File: src/sv/psg_pkg.sv
// ----------------------------------------------------------------------------
// psg_pkg: shared constants, types and tables of the sound generator
// Command codes, register masks, level table and the tick engine status struct.
// ----------------------------------------------------------------------------
`default_nettype none
package psg_pkg;

  localparam logic [1:0] CMD_WRITE  = 2'd0;
  localparam logic [1:0] CMD_READ   = 2'd1;
  localparam logic [1:0] CMD_RENDER = 2'd2;

  localparam logic [1:0] ENV_HOLD = 2'd0;
  localparam logic [1:0] ENV_UP   = 2'd1;
  localparam logic [1:0] ENV_DOWN = 2'd2;

  localparam int unsigned TICK_W = 12;
  localparam int unsigned GAIN_W = 10;
  localparam int unsigned LEVEL_W = 18;
  localparam int unsigned SUM_W = 26;
  localparam logic [15:0] MASK4_SET = 16'h202a;
  localparam logic [15:0] MASK5_SET = 16'h0740;
  // Reciprocal of 300 scaled by 2^35 and rounded up; exact for sums below 2^26.
  localparam int unsigned RECIP_W = 27;
  localparam int unsigned RECIP_SHIFT = 35;
  localparam logic [RECIP_W-1:0] LEVEL_RECIP = 27'd114532462;

  localparam logic [2:0] CFG_YM      = 3'd0;
  localparam logic [2:0] CFG_PRESCALE = 3'd1;

  typedef struct packed {
    logic [2:0]  tone_bits;
    logic        noise_bit;
    logic [5:0]  env_level;
  } psg_gen_status_t;

  function automatic logic [14:0] level_lookup(input logic [5:0] idx);
    logic [14:0] v;
    case (idx[4:1])
      4'd0:  v = 15'd0;
      4'd1:  v = 15'd463;
      4'd2:  v = 15'd980;
      4'd3:  v = 15'd1555;
      4'd4:  v = 15'd2195;
      4'd5:  v = 15'd2908;
      4'd6:  v = 15'd3701;
      4'd7:  v = 15'd4584;
      4'd8:  v = 15'd5567;
      4'd9:  v = 15'd6662;
      4'd10: v = 15'd7880;
      4'd11: v = 15'd9237;
      4'd12: v = 15'd10747;
      4'd13: v = 15'd12428;
      4'd14: v = 15'd14300;
      default: v = 15'd16384;
    endcase
    if (idx[5]) begin
      // Linear table: step 528, entry one is zero.
      v = (idx[4:0] == 5'd1) ? 15'd0 : 15'(idx[4:0]) * 15'd528;
    end
    return v;
  endfunction

endpackage
`default_nettype wire

File: src/sv/psg_gen.sv
// ----------------------------------------------------------------------------
// psg_gen: tone, noise and envelope generators
// Advances all generators by one prescaled tick when step is high and no envelope restart is asked.
// ----------------------------------------------------------------------------
`default_nettype none
module psg_gen (
  input  wire logic        clk,
  input  wire logic        rst_n,
  input  wire logic        step,
  input  wire logic [15:0] period_a,
  input  wire logic [15:0] period_b,
  input  wire logic [15:0] period_c,
  input  wire logic [4:0]  noise_period,
  input  wire logic [15:0] env_period,
  input  wire logic [3:0]  env_shape,
  input  wire logic        env_restart,
  input  wire logic        env_restart_up,
  output psg_pkg::psg_gen_status_t status
);

  logic [15:0] tone_cnt_r [3];
  logic [2:0]  tone_bit_r;
  logic [7:0]  noise_cnt_r;
  logic [16:0] noise_shift_r;
  logic        noise_bit_r;
  logic [15:0] env_cnt_r;
  logic [5:0]  env_lvl_r;
  logic [1:0]  env_dir_r;

  logic [15:0] periods [3];
  logic [16:0] tone_inc [3];
  logic [8:0]  noise_inc;
  logic [16:0] env_inc;
  logic [6:0]  lvl_s;
  logic [5:0]  lvl_nxt;
  logic [1:0]  dir_nxt;
  logic        out_range;

  assign periods[0] = period_a;
  assign periods[1] = period_b;
  assign periods[2] = period_c;

  always_comb begin
    for (int i = 0; i < 3; i++) tone_inc[i] = {1'b0, tone_cnt_r[i]} + 17'd1;
    noise_inc = {1'b0, noise_cnt_r} + 9'd1;
    env_inc = {1'b0, env_cnt_r} + 17'd1;
    lvl_s = {1'b0, env_lvl_r};
    if (env_dir_r == psg_pkg::ENV_UP) lvl_s = lvl_s + 7'd1;
    else if (env_dir_r == psg_pkg::ENV_DOWN) lvl_s = lvl_s - 7'd1;
    out_range = lvl_s[6] || (lvl_s > 7'd31);
    lvl_nxt = lvl_s[5:0];
    dir_nxt = env_dir_r;
    if (out_range) begin
      case (env_shape)
        4'd8, 4'd12: lvl_nxt = lvl_s[6] ? 6'd31 : 6'd0;
        4'd10, 4'd14: begin
          if (env_dir_r == psg_pkg::ENV_UP) begin
            dir_nxt = psg_pkg::ENV_DOWN;
            lvl_nxt = 6'(lvl_s - 7'd1);
          end else begin
            dir_nxt = psg_pkg::ENV_UP;
            lvl_nxt = 6'(lvl_s + 7'd1);
          end
        end
        4'd11, 4'd13: begin
          lvl_nxt = 6'd31;
          dir_nxt = psg_pkg::ENV_HOLD;
        end
        default: begin
          lvl_nxt = 6'd0;
          dir_nxt = psg_pkg::ENV_HOLD;
        end
      endcase
    end
  end

  always_ff @(posedge clk) begin
    if (!rst_n) begin
      for (int i = 0; i < 3; i++) tone_cnt_r[i] <= '0;
      tone_bit_r <= '0;
      noise_cnt_r <= '0;
      noise_shift_r <= '0;
      noise_bit_r <= 1'b0;
      env_cnt_r <= '0;
      env_lvl_r <= '0;
      env_dir_r <= psg_pkg::ENV_HOLD;
    end else if (env_restart) begin
      env_cnt_r <= '0;
      env_lvl_r <= env_restart_up ? 6'd0 : 6'd31;
      env_dir_r <= env_restart_up ? psg_pkg::ENV_UP : psg_pkg::ENV_DOWN;
    end else if (step) begin
      for (int i = 0; i < 3; i++) begin
        if (tone_inc[i] >= {1'b0, periods[i]}) begin
          tone_cnt_r[i] <= '0;
          tone_bit_r[i] <= ~tone_bit_r[i];
        end else begin
          tone_cnt_r[i] <= tone_inc[i][15:0];
        end
      end
      if (noise_inc >= {3'b0, noise_period, 1'b0}) begin
        noise_cnt_r <= '0;
        noise_shift_r <= {noise_shift_r[15:0], 1'b1} ^
                         {16'd0, noise_shift_r[16] ^ noise_shift_r[13]};
        noise_bit_r <= noise_shift_r[15];
      end else begin
        noise_cnt_r <= noise_inc[7:0];
      end
      if (env_inc >= {1'b0, env_period}) begin
        env_cnt_r <= '0;
        env_lvl_r <= lvl_nxt;
        env_dir_r <= dir_nxt;
      end else begin
        env_cnt_r <= env_inc[15:0];
      end
    end
  end

  assign status.tone_bits = tone_bit_r;
  assign status.noise_bit = noise_bit_r;
  assign status.env_level = env_lvl_r;

`ifndef SYNTHESIS
  a_env_range: assert property (@(posedge clk) disable iff (!rst_n)
    env_dir_r != psg_pkg::ENV_HOLD |-> env_lvl_r <= 6'd31 || $past(env_restart))
    else $error("envelope level out of range");
  a_restart: assert property (@(posedge clk) disable iff (!rst_n)
    env_restart |=> env_cnt_r == 16'd0)
    else $error("envelope restart did not clear counter");
  a_noise_width: assert property (@(posedge clk) disable iff (!rst_n)
    !step && !env_restart |=> $stable(noise_shift_r))
    else $error("noise shifted without a tick");
`endif

endmodule
`default_nettype wire

File: src/sv/psg_mac.sv
// ----------------------------------------------------------------------------
// psg_mac: shared multiply-accumulate and divide-by-300 unit
// Six multiply-accumulate steps, then a reciprocal multiplication for the
// divide by 300, left sum first and right sum in the next cycle.
// ----------------------------------------------------------------------------
`default_nettype none
module psg_mac #(
  parameter int unsigned GAIN_W = psg_pkg::GAIN_W
) (
  input  wire logic              clk,
  input  wire logic              rst_n,
  input  wire logic              start,
  input  wire logic [14:0]       lv [3],
  input  wire logic [GAIN_W-1:0] gains [6],
  output logic                   done,
  output logic [psg_pkg::LEVEL_W-1:0] left_q,
  output logic [psg_pkg::LEVEL_W-1:0] right_q
);

  localparam int unsigned SW = psg_pkg::SUM_W;
  localparam int unsigned PW = psg_pkg::SUM_W + psg_pkg::RECIP_W;
  localparam logic [1:0] S_IDLE = 2'd0;
  localparam logic [1:0] S_MAC  = 2'd1;
  localparam logic [1:0] S_DIV  = 2'd2;

  logic [1:0]    state_r;
  logic [2:0]    idx_r;
  logic          side_r;
  logic [SW-1:0] acc_r [2];
  logic [psg_pkg::LEVEL_W-1:0] quo_r [2];
  logic [14:0]   mul_a;
  logic [GAIN_W-1:0] mul_b;
  logic [SW-1:0] prod;
  logic [PW-1:0] recip_prod;

  assign mul_a = lv[idx_r[2:1]];
  assign mul_b = gains[idx_r];
  assign prod = SW'(mul_a) * SW'(mul_b);

  // The quotient is the top bits of the sum times the scaled reciprocal.
  assign recip_prod = PW'(acc_r[side_r]) * PW'(psg_pkg::LEVEL_RECIP);

  always_ff @(posedge clk) begin
    if (!rst_n) begin
      state_r <= S_IDLE;
      idx_r <= '0;
      side_r <= 1'b0;
      done <= 1'b0;
    end else begin
      done <= 1'b0;
      case (state_r)
        S_IDLE: if (start) begin
          state_r <= S_MAC;
          idx_r <= '0;
          acc_r[0] <= '0;
          acc_r[1] <= '0;
        end
        S_MAC: begin
          acc_r[idx_r[0]] <= acc_r[idx_r[0]] + prod;
          if (idx_r == 3'd5) begin
            state_r <= S_DIV;
            side_r <= 1'b0;
          end
          idx_r <= idx_r + 3'd1;
        end
        S_DIV: begin
          quo_r[side_r] <= recip_prod[psg_pkg::RECIP_SHIFT +: psg_pkg::LEVEL_W];
          if (side_r) begin
            state_r <= S_IDLE;
            done <= 1'b1;
          end
          side_r <= ~side_r;
        end
        default: state_r <= S_IDLE;
      endcase
    end
  end

  assign left_q = quo_r[0];
  assign right_q = quo_r[1];

`ifndef SYNTHESIS
  a_done_after_div: assert property (@(posedge clk) disable iff (!rst_n)
    done |-> $past(state_r) == S_DIV)
    else $error("done without divide");
  a_no_restart: assert property (@(posedge clk) disable iff (!rst_n)
    state_r == S_MAC |=> state_r == S_MAC || state_r == S_DIV)
    else $error("accumulate left early");
  a_idx: assert property (@(posedge clk) disable iff (!rst_n)
    state_r == S_MAC |-> idx_r <= 3'd5)
    else $error("index past last gain");
`endif

endmodule
`default_nettype wire

File: src/sv/psg_three_voice_sound_generator.sv
// ----------------------------------------------------------------------------
// psg_three_voice_sound_generator: three-voice sound generator, top level
// Register file, bus decode, tick sequencer and result stage.
// ----------------------------------------------------------------------------
// Usage. Commands arrive as transactions on the in_ stream: a bus write, a
// bus read or a render. A write gives no result; a read or a render gives one
// transaction on the out_ stream. The user must write settings (table variant,
// prescaler, six channel gains) through the cfg_ channel only while the block
// idles; the block itself does not enforce it. A render walks its tick count
// one input tick per cycle with the shared generator unit, then closes the
// tick phase, starts the shared unit, runs one multiply-accumulate step per
// channel gain and two reciprocal multiplications for the divide by 300, and
// loads the output register. The next item can be taken only once the result
// has left the output register. in_tready is low while an item is at work or
// its result is still held. Reset (synchronous, rst_n low) clears generators,
// selection, table variant and prescaler select and sets every channel gain
// to 100; the mixer register comes up as all ones. If the receiver stalls,
// the result waits in the output register and no new item is taken.
// ----------------------------------------------------------------------------
`default_nettype none
module psg_three_voice_sound_generator #(
  parameter int unsigned GAIN_W = psg_pkg::GAIN_W,
  parameter int unsigned TICK_W = psg_pkg::TICK_W
) (
  input  wire logic        clk,
  input  wire logic        rst_n,
  input  wire logic        in_tvalid,
  output logic             in_tready,
  // tdata: bus_address[15:0], write_data[23:16], tick_count[TICK_W+23:24], zero pad
  input  wire logic [((TICK_W+24+7)/8)*8-1:0] in_tdata,
  input  wire logic [1:0]  in_tuser,   // cmd
  output logic             out_tvalid,
  input  wire logic        out_tready,
  // tdata: read_data[7:0], left_level[25:8], right_level[43:26], zero pad
  output logic [47:0]      out_tdata,
  output logic             out_tuser,  // read_hit
  input  wire logic        cfg_valid,
  output logic             cfg_ready,
  input  wire logic [2:0]  cfg_index,
  input  wire logic [GAIN_W-1:0] cfg_data
);

  localparam logic [1:0] S_IDLE = 2'd0;
  localparam logic [1:0] S_TICK = 2'd1;
  localparam logic [1:0] S_MAC  = 2'd2;
  localparam logic [1:0] S_OUT  = 2'd3;

  logic [1:0]  state_r;
  logic [7:0]  regs_r [16];
  logic [7:0]  sel_r;
  logic [3:0]  presc_r;
  logic [TICK_W-1:0] ticks_r;
  logic        ym_r;
  logic        p8_r;
  logic [GAIN_W-1:0] gains_r [6];
  logic        hit_r;
  logic [7:0]  rdata_r;
  logic [psg_pkg::LEVEL_W-1:0] left_r, right_r;
  logic        mac_start_r;

  logic        in_acc;
  logic [15:0] addr;
  logic [7:0]  wdata;
  logic [7:0]  wmasked;
  logic [TICK_W-1:0] tcount;
  logic        sel_hit;
  logic        env_restart;
  logic        step;
  logic [3:0]  presc_nxt;
  logic [14:0] lv [3];
  logic        mac_done;
  logic [psg_pkg::LEVEL_W-1:0] mac_l, mac_r;
  psg_pkg::psg_gen_status_t gst;

  assign in_tready = (state_r == S_IDLE);
  assign cfg_ready = 1'b1;
  assign in_acc = in_tvalid && in_tready;
  assign addr = in_tdata[15:0];
  assign wdata = in_tdata[23:16];
  assign tcount = in_tdata[TICK_W+23:24];
  assign sel_hit = (addr & 16'hc0ff) == 16'hc0fd;

  always_comb begin
    wmasked = wdata;
    if (psg_pkg::MASK4_SET[sel_r[3:0]]) wmasked = wdata & 8'h0f;
    if (psg_pkg::MASK5_SET[sel_r[3:0]]) wmasked = wdata & 8'h1f;
  end

  assign env_restart = in_acc && in_tuser == psg_pkg::CMD_WRITE && !addr[1] && !sel_hit &&
                       (addr & 16'hc000) == 16'h8000 && sel_r == 8'd13;

  assign presc_nxt = presc_r + 4'd1;
  assign step = state_r == S_TICK && ticks_r != '0 &&
                (p8_r ? presc_nxt[2:0] == 3'd0 : presc_nxt == 4'd0);

  // Channel level lookups from the generator status.
  always_comb begin
    for (int ch = 0; ch < 3; ch++) begin
      logic [4:0] idx;
      idx = regs_r[8+ch][4] ? gst.env_level[4:0] : {regs_r[8+ch][3:0], 1'b1};
      if (!((regs_r[7][ch] || gst.tone_bits[ch]) &&
            (regs_r[7][ch+3] || gst.noise_bit))) idx = 5'd0;
      lv[ch] = psg_pkg::level_lookup({ym_r, idx});
    end
  end

  psg_gen u_gen (
    .clk            (clk),
    .rst_n          (rst_n),
    .step           (step),
    .period_a       ({regs_r[1], regs_r[0]}),
    .period_b       ({regs_r[3], regs_r[2]}),
    .period_c       ({regs_r[5], regs_r[4]}),
    .noise_period   (regs_r[6][4:0]),
    .env_period     ({regs_r[12], regs_r[11]}),
    .env_shape      (regs_r[13][3:0]),
    .env_restart    (env_restart),
    .env_restart_up (wmasked[2]),
    .status         (gst)
  );

  psg_mac #(.GAIN_W(GAIN_W)) u_mac (
    .clk     (clk),
    .rst_n   (rst_n),
    .start   (mac_start_r),
    .lv      (lv),
    .gains   (gains_r),
    .done    (mac_done),
    .left_q  (mac_l),
    .right_q (mac_r)
  );

  always_ff @(posedge clk) begin
    if (!rst_n) begin
      state_r <= S_IDLE;
      for (int i = 0; i < 16; i++) regs_r[i] <= (i == 7) ? 8'hff : 8'h00;
      sel_r <= '0;
      presc_r <= '0;
      ym_r <= 1'b0;
      p8_r <= 1'b0;
      for (int i = 0; i < 6; i++) gains_r[i] <= GAIN_W'(100);
      mac_start_r <= 1'b0;
      out_tvalid <= 1'b0;
    end else begin
      mac_start_r <= 1'b0;
      if (cfg_valid) begin
        if (cfg_index == psg_pkg::CFG_YM) ym_r <= cfg_data[0];
        else if (cfg_index == psg_pkg::CFG_PRESCALE) p8_r <= cfg_data[0];
        else gains_r[cfg_index - 3'd2] <= cfg_data;
      end
      case (state_r)
        S_IDLE: if (in_acc) begin
          case (in_tuser)
            psg_pkg::CMD_WRITE: if (!addr[1]) begin
              if (sel_hit) sel_r <= ym_r ? wdata : {4'd0, wdata[3:0]};
              else if ((addr & 16'hc000) == 16'h8000 && sel_r[7:4] == 4'd0)
                regs_r[sel_r[3:0]] <= wmasked;
            end
            psg_pkg::CMD_READ: begin
              hit_r <= sel_hit && sel_r[7:4] == 4'd0;
              rdata_r <= (sel_hit && sel_r[7:4] == 4'd0) ? regs_r[sel_r[3:0]] : 8'd0;
              left_r <= '0;
              right_r <= '0;
              out_tvalid <= 1'b1;
              state_r <= S_OUT;
            end
            psg_pkg::CMD_RENDER: begin
              ticks_r <= tcount;
              state_r <= S_TICK;
            end
            default: ;
          endcase
        end
        S_TICK: begin
          if (ticks_r == '0) begin
            mac_start_r <= 1'b1;
            state_r <= S_MAC;
          end else begin
            presc_r <= presc_nxt;
            ticks_r <= ticks_r - TICK_W'(1);
          end
        end
        S_MAC: if (mac_done) begin
          hit_r <= 1'b0;
          rdata_r <= '0;
          left_r <= mac_l;
          right_r <= mac_r;
          out_tvalid <= 1'b1;
          state_r <= S_OUT;
        end
        S_OUT: if (out_tready) begin
          out_tvalid <= 1'b0;
          state_r <= S_IDLE;
        end
        default: state_r <= S_IDLE;
      endcase
    end
  end

  assign out_tdata = {4'd0, right_r, left_r, rdata_r};
  assign out_tuser = hit_r;

`ifndef SYNTHESIS
  a_busy: assert property (@(posedge clk) disable iff (!rst_n)
    out_tvalid |-> !in_tready)
    else $error("input taken while result pending");
  a_out_state: assert property (@(posedge clk) disable iff (!rst_n)
    out_tvalid |-> state_r == S_OUT)
    else $error("result shown outside output state");
  a_step: assert property (@(posedge clk) disable iff (!rst_n)
    step |-> state_r == S_TICK)
    else $error("tick outside render");
`endif

endmodule
`default_nettype wire

File: config.mk
export PLATFORM = sky130hd
export DESIGN_NAME = psg_three_voice_sound_generator
export DESIGN_NICKNAME = d
export VERILOG_FILES = /design/src/sv/psg_pkg.sv /design/src/sv/psg_gen.sv /design/src/sv/psg_mac.sv /design/src/sv/psg_three_voice_sound_generator.sv
export SDC_FILE = /design/constraint.sdc
export NUM_CORES = 2
export LEC_CHECK = 0
export BUFFER_PORTS_ARGS = -buffer_cell sky130_fd_sc_hd__buf_2
export CORE_ASPECT_RATIO = 2
export CORE_UTILIZATION = 55
export DETAILED_ROUTE_END_ITERATION = 16
export PLACE_DENSITY = 0.69
export REMOVE_ABC_BUFFERS = 1
export SLEW_MARGIN = 30
export SYNTH_ARGS = -nofsm -noshare
export SYNTH_HDL_FRONTEND = slang
export SYNTH_SLANG_ARGS = --single-unit
File: constraint.sdc
create_clock -name clk -period 17.72 [get_ports clk]
set_input_delay 2.658 -clock clk [delete_from_list [all_inputs] [get_ports clk]]
set_output_delay 2.658 -clock clk [all_outputs]
set_load 0.02 [all_outputs]
==> results.yml <==
timing:
  rsz0062_at_grt: "false"
  setup_tns_ns: 0
  timing.hold.ws_ns: 0.4515
  fmax_ghz: 0.1054
  fin_crit_sh_pct: 53.55
  skew_ns: 0.02051
  worst_pin_slew_ns: 1.042
  fin_crit_ns: 9.489
  finalWorstSetupSlack_ns: 8.231
  final_max_slew_viol_count: 0
  relSlewSlack_pct: 30.13
  hold_violations: 0
  setup_viol: 0
logic_synthesis:
  synth_top_cell_by_area: "edfxtp_1"
  syn-cell-area_um2: 41760
  syn_inst: 4171
  yosysWarnings: 0
  synth.area.top_cells: "edfxtp_1 23%, fa_1 19%, ha_1 13%, dfxtp_1 7.0%, inv_1 5.6%"
  ys_ff_latch: 466
  synthFlopType: "edfxtp_1"
  synth_async_sr_flop_share_pct: 0
  synth_top_area_share_pct: 23.08
  synth_cell_types: 95
  synth_edf_count: 321
  avgSynthCellArea_um2: 10.01
  seq_area_frac_synth_pct: 30.04
global_route:
  grt_pass1_wl_um: 174300
  track_usage_pct: 29.72
  antenna_found_initial: 4
  grt_max_degree: 75
  first_global_vias: 33030
  grt-ovfl-total: 0
worst_hold_path:
  hold_class: "flip-flop to flip-flop"
floorplan:
  die_h_um: 391.7
  ios: 112
  floorplan.die_area_um2: 77090
  start_util_pct: 55.69
  rows: 142
  die_w_um: 196.8
  coreArea_um2: 74980
layout:
  final_common_cell: "inv_1"
  drive_gt1_share_pct: 8.278
  fin_nets: 5097
  layout.cells.non_filler: 5248
  diodes: 0
  mostFrequentLayoutCells: "627 x inv_1, 443 x ha_1, 392 x fa_1"
  syn_to_final_growth_pct: 7.218
setup_path:
  worst_r2r_endpoint: "u_mac.acc_r[1][23]"
  rr_startpoint: "u_gen.noise_bit_r"
  cp.arrival_ns: 9.83
  crit_end: "u_mac.acc_r[1][23]"
  critPathLaunch: "u_gen.noise_bit_r"
  crit_required_ns: 18.06
  crit_type: "flip-flop to flip-flop"
  rr_worst_depth: 27
  start_kind: "flip-flop"
  crit_fanout: 10
  endpoint_kind: "flip-flop"
  r2r_slack_ns: 8.23
clock_tree:
  clock-sinks: 466
  clockBufferDepth: 3
  cts_tree: "done"
  cts_max_level: 2
  path_clk_slew_ns: 0.07
  postCtsSetupBuffers: 0
  ctsHoldBuffers: 0
  clock_latency_ns: 0.62
  ctsResizeCount: 0
  cts_buffers: 47
  cts-root-buf: "clkbuf_16"
power_and_ir_drop:
  share_comb_of_total_power_pct: 22.9
  powerDensity_nw_per_um2: 66.33
  clkPwrFrac_pct: 35.4
  p_leak_nw: 19.72
  power_switching_mw: 0.9254
  vdd_drop_max_v: 0.00007513
  power.internal_mw: 2.044
  total_power_mw: 2.970
  pwr-share-seq_pct: 41.6
  p_sw_share_pct: 31.16
drt:
  drt_iter0_markers: 1485
  wirelength_um: 110300
  wl_per_cell_um: 21.01
  via_per_inst: 5.788
  drc: 0
  num_vias: 30380
  dr.pass1.iters: 6
  ant_nets: 0
status:
  status: "finished, final reports clean"
placed_design:
  dpl.hpwl_um: 87380
  dp_slack_ns: 8.729
  dp_cells: 5161
  gp_congestion: 0.9320
  port_buffers: 96
job:
  drv_cap: 0
-- metal layers --
| layer | track usage [%] | vias up | share of wire [%] |
|---|---|---|---|
| li1 | - | 14090 | - |
| met1 | 27.76 | 15000 | 32 |
| met2 | 57.51 | 843 | 55 |
| met3 | 3.808 | 434 | 4.2 |
| met4 | 22.48 | 8 | 8.7 |
| met5 | 0 | - | 0.047 |
-- cells by family (layout without fill, tap and decap cells) --
group | Yosys count | in the layout | share of synthesized area, %
and+or+nand+nor | 1220 | 1220 | 13.93
xor gates and xnor gates | 131 | 131 | 2.748
buffers and inverters | 779 | 845 | 7.257
AOI/OAI and AO/OA | 569 | 569 | 8.639
adders and majority gates | 835 | 835 | 32.07
muxes | 169 | 169 | 5.310
DFF | 466 | 466 | 30.04
other | 2 | 5 | 0.01798
-- worst min path at each step --
| stage | cells past startpoint | endpoint | startpoint |
|---|---|---|---|
| detailed placement | 2 | gains_r[23] | gains_r[23] |
| global placement | 2 | gains_r[29] | gains_r[29] |
| finish | 2 | gains_r[23] | gains_r[23] |
| global route | 2 | gains_r[10] | gains_r[10] |
| CTS | 2 | gains_r[23] | gains_r[23] |
| floorplan | 2 | u_gen.noise_bit_r | u_gen.noise_shift_r[15] |
-- power groups by stage --
stage               Combinational [mW]  Clock (mW)  Sequential, mW
floorplan                        0.462           0            1.28
global placement                 0.671           0            1.26
detailed placement               0.681           0            1.26
CTS                              0.686        1.07            1.24
global route                     0.769        1.10            1.24
finish                           0.681        1.05            1.24
-- flip-flops by register name, summed over array words and instances (netlist names), 12 cells and up, named ones only --
name                 cells
right_r                 18
u_gen.env_cnt_r         16
u_mac.quo_r             36
u_mac.acc_r             52
left_r                  18
gains_r                 60
u_gen.tone_cnt_r        48
regs_r                 128
ticks_r                 12
u_gen.noise_shift_r     16
-- cells in the mapped netlist (7+ instances only) --
cell type,n
buf_2,22
dfxtp_1,145
nand2b_1,31
or3_1,19
a211oi_1,32
fa_1,392
o22ai_1,15
mux4_2,37
clkbuf_1,108
nor2b_1,46
edfxtp_1,321
o2111ai_1,7
o21ai_0,101
nor2_1,337
o21ai_1,8
o21a_1,16
xor2_1,54
mux2i_1,84
o22a_1,9
nand2_1,364
o31ai_1,13
o211ai_1,22
mux2_2,47
and3_1,94
and2_1,83
buf_6,7
a21oi_1,209
inv_1,627
o21bai_1,10
or2_2,12
nand3_1,106
nand3b_1,10
nand4_1,34
xnor2_1,77
buf_4,7
nor3_1,38
nor3b_1,11
ha_1,443
a31oi_1,21
a21o_1,37
-- critical path: stages, from the launching register on --
cell and delay (ns):
dfxtp_1 0.44, o22ai_1 0.71, nor2_1 0.32, ha_1 0.49
mux2_2 0.30, a21oi_1 0.14, nor2_1 0.05, a211oi_1 0.81
a31oi_1 0.18, o22ai_2 0.56, nand2_1 0.17, fa_1 0.56
inv_1 0.05, fa_1 0.53, fa_1 0.45, fa_1 0.56
inv_1 0.06, fa_1 0.53, inv_1 0.04, ha_1 0.24
or4_1 0.55, or3_1 0.37, nand3_1 0.13, a21boi_0 0.11
o21ai_1 0.27, o21ai_0 0.17, xnor2_1 0.33, nor2_1 0.06
-- cell type report --
cell class	count	area [µm²]
Fill cell	6491	30210
Multi-Input combinational cell	2929	26280
Sequential cell	466	12550
Inverter	629	2362
Tap cell	1008	1261
Clock buffer	52	1225
Timing Repair Buffer	129	728.2
Clock inverter	35	369.1
-- through the flow --
stage / cell area (µm²) / util (%)
5_1_grt: 44770 / 59.71
4_1_cts: 44770 / 59.71
3_5_place_dp: 43180 / 57.58
2_1_floorplan: 41100 / -
3_3_place_gp: 43130 / 57.52
6_report: 44770 / 59.71
No activity file was read; power rests on OpenSTA's default activity.
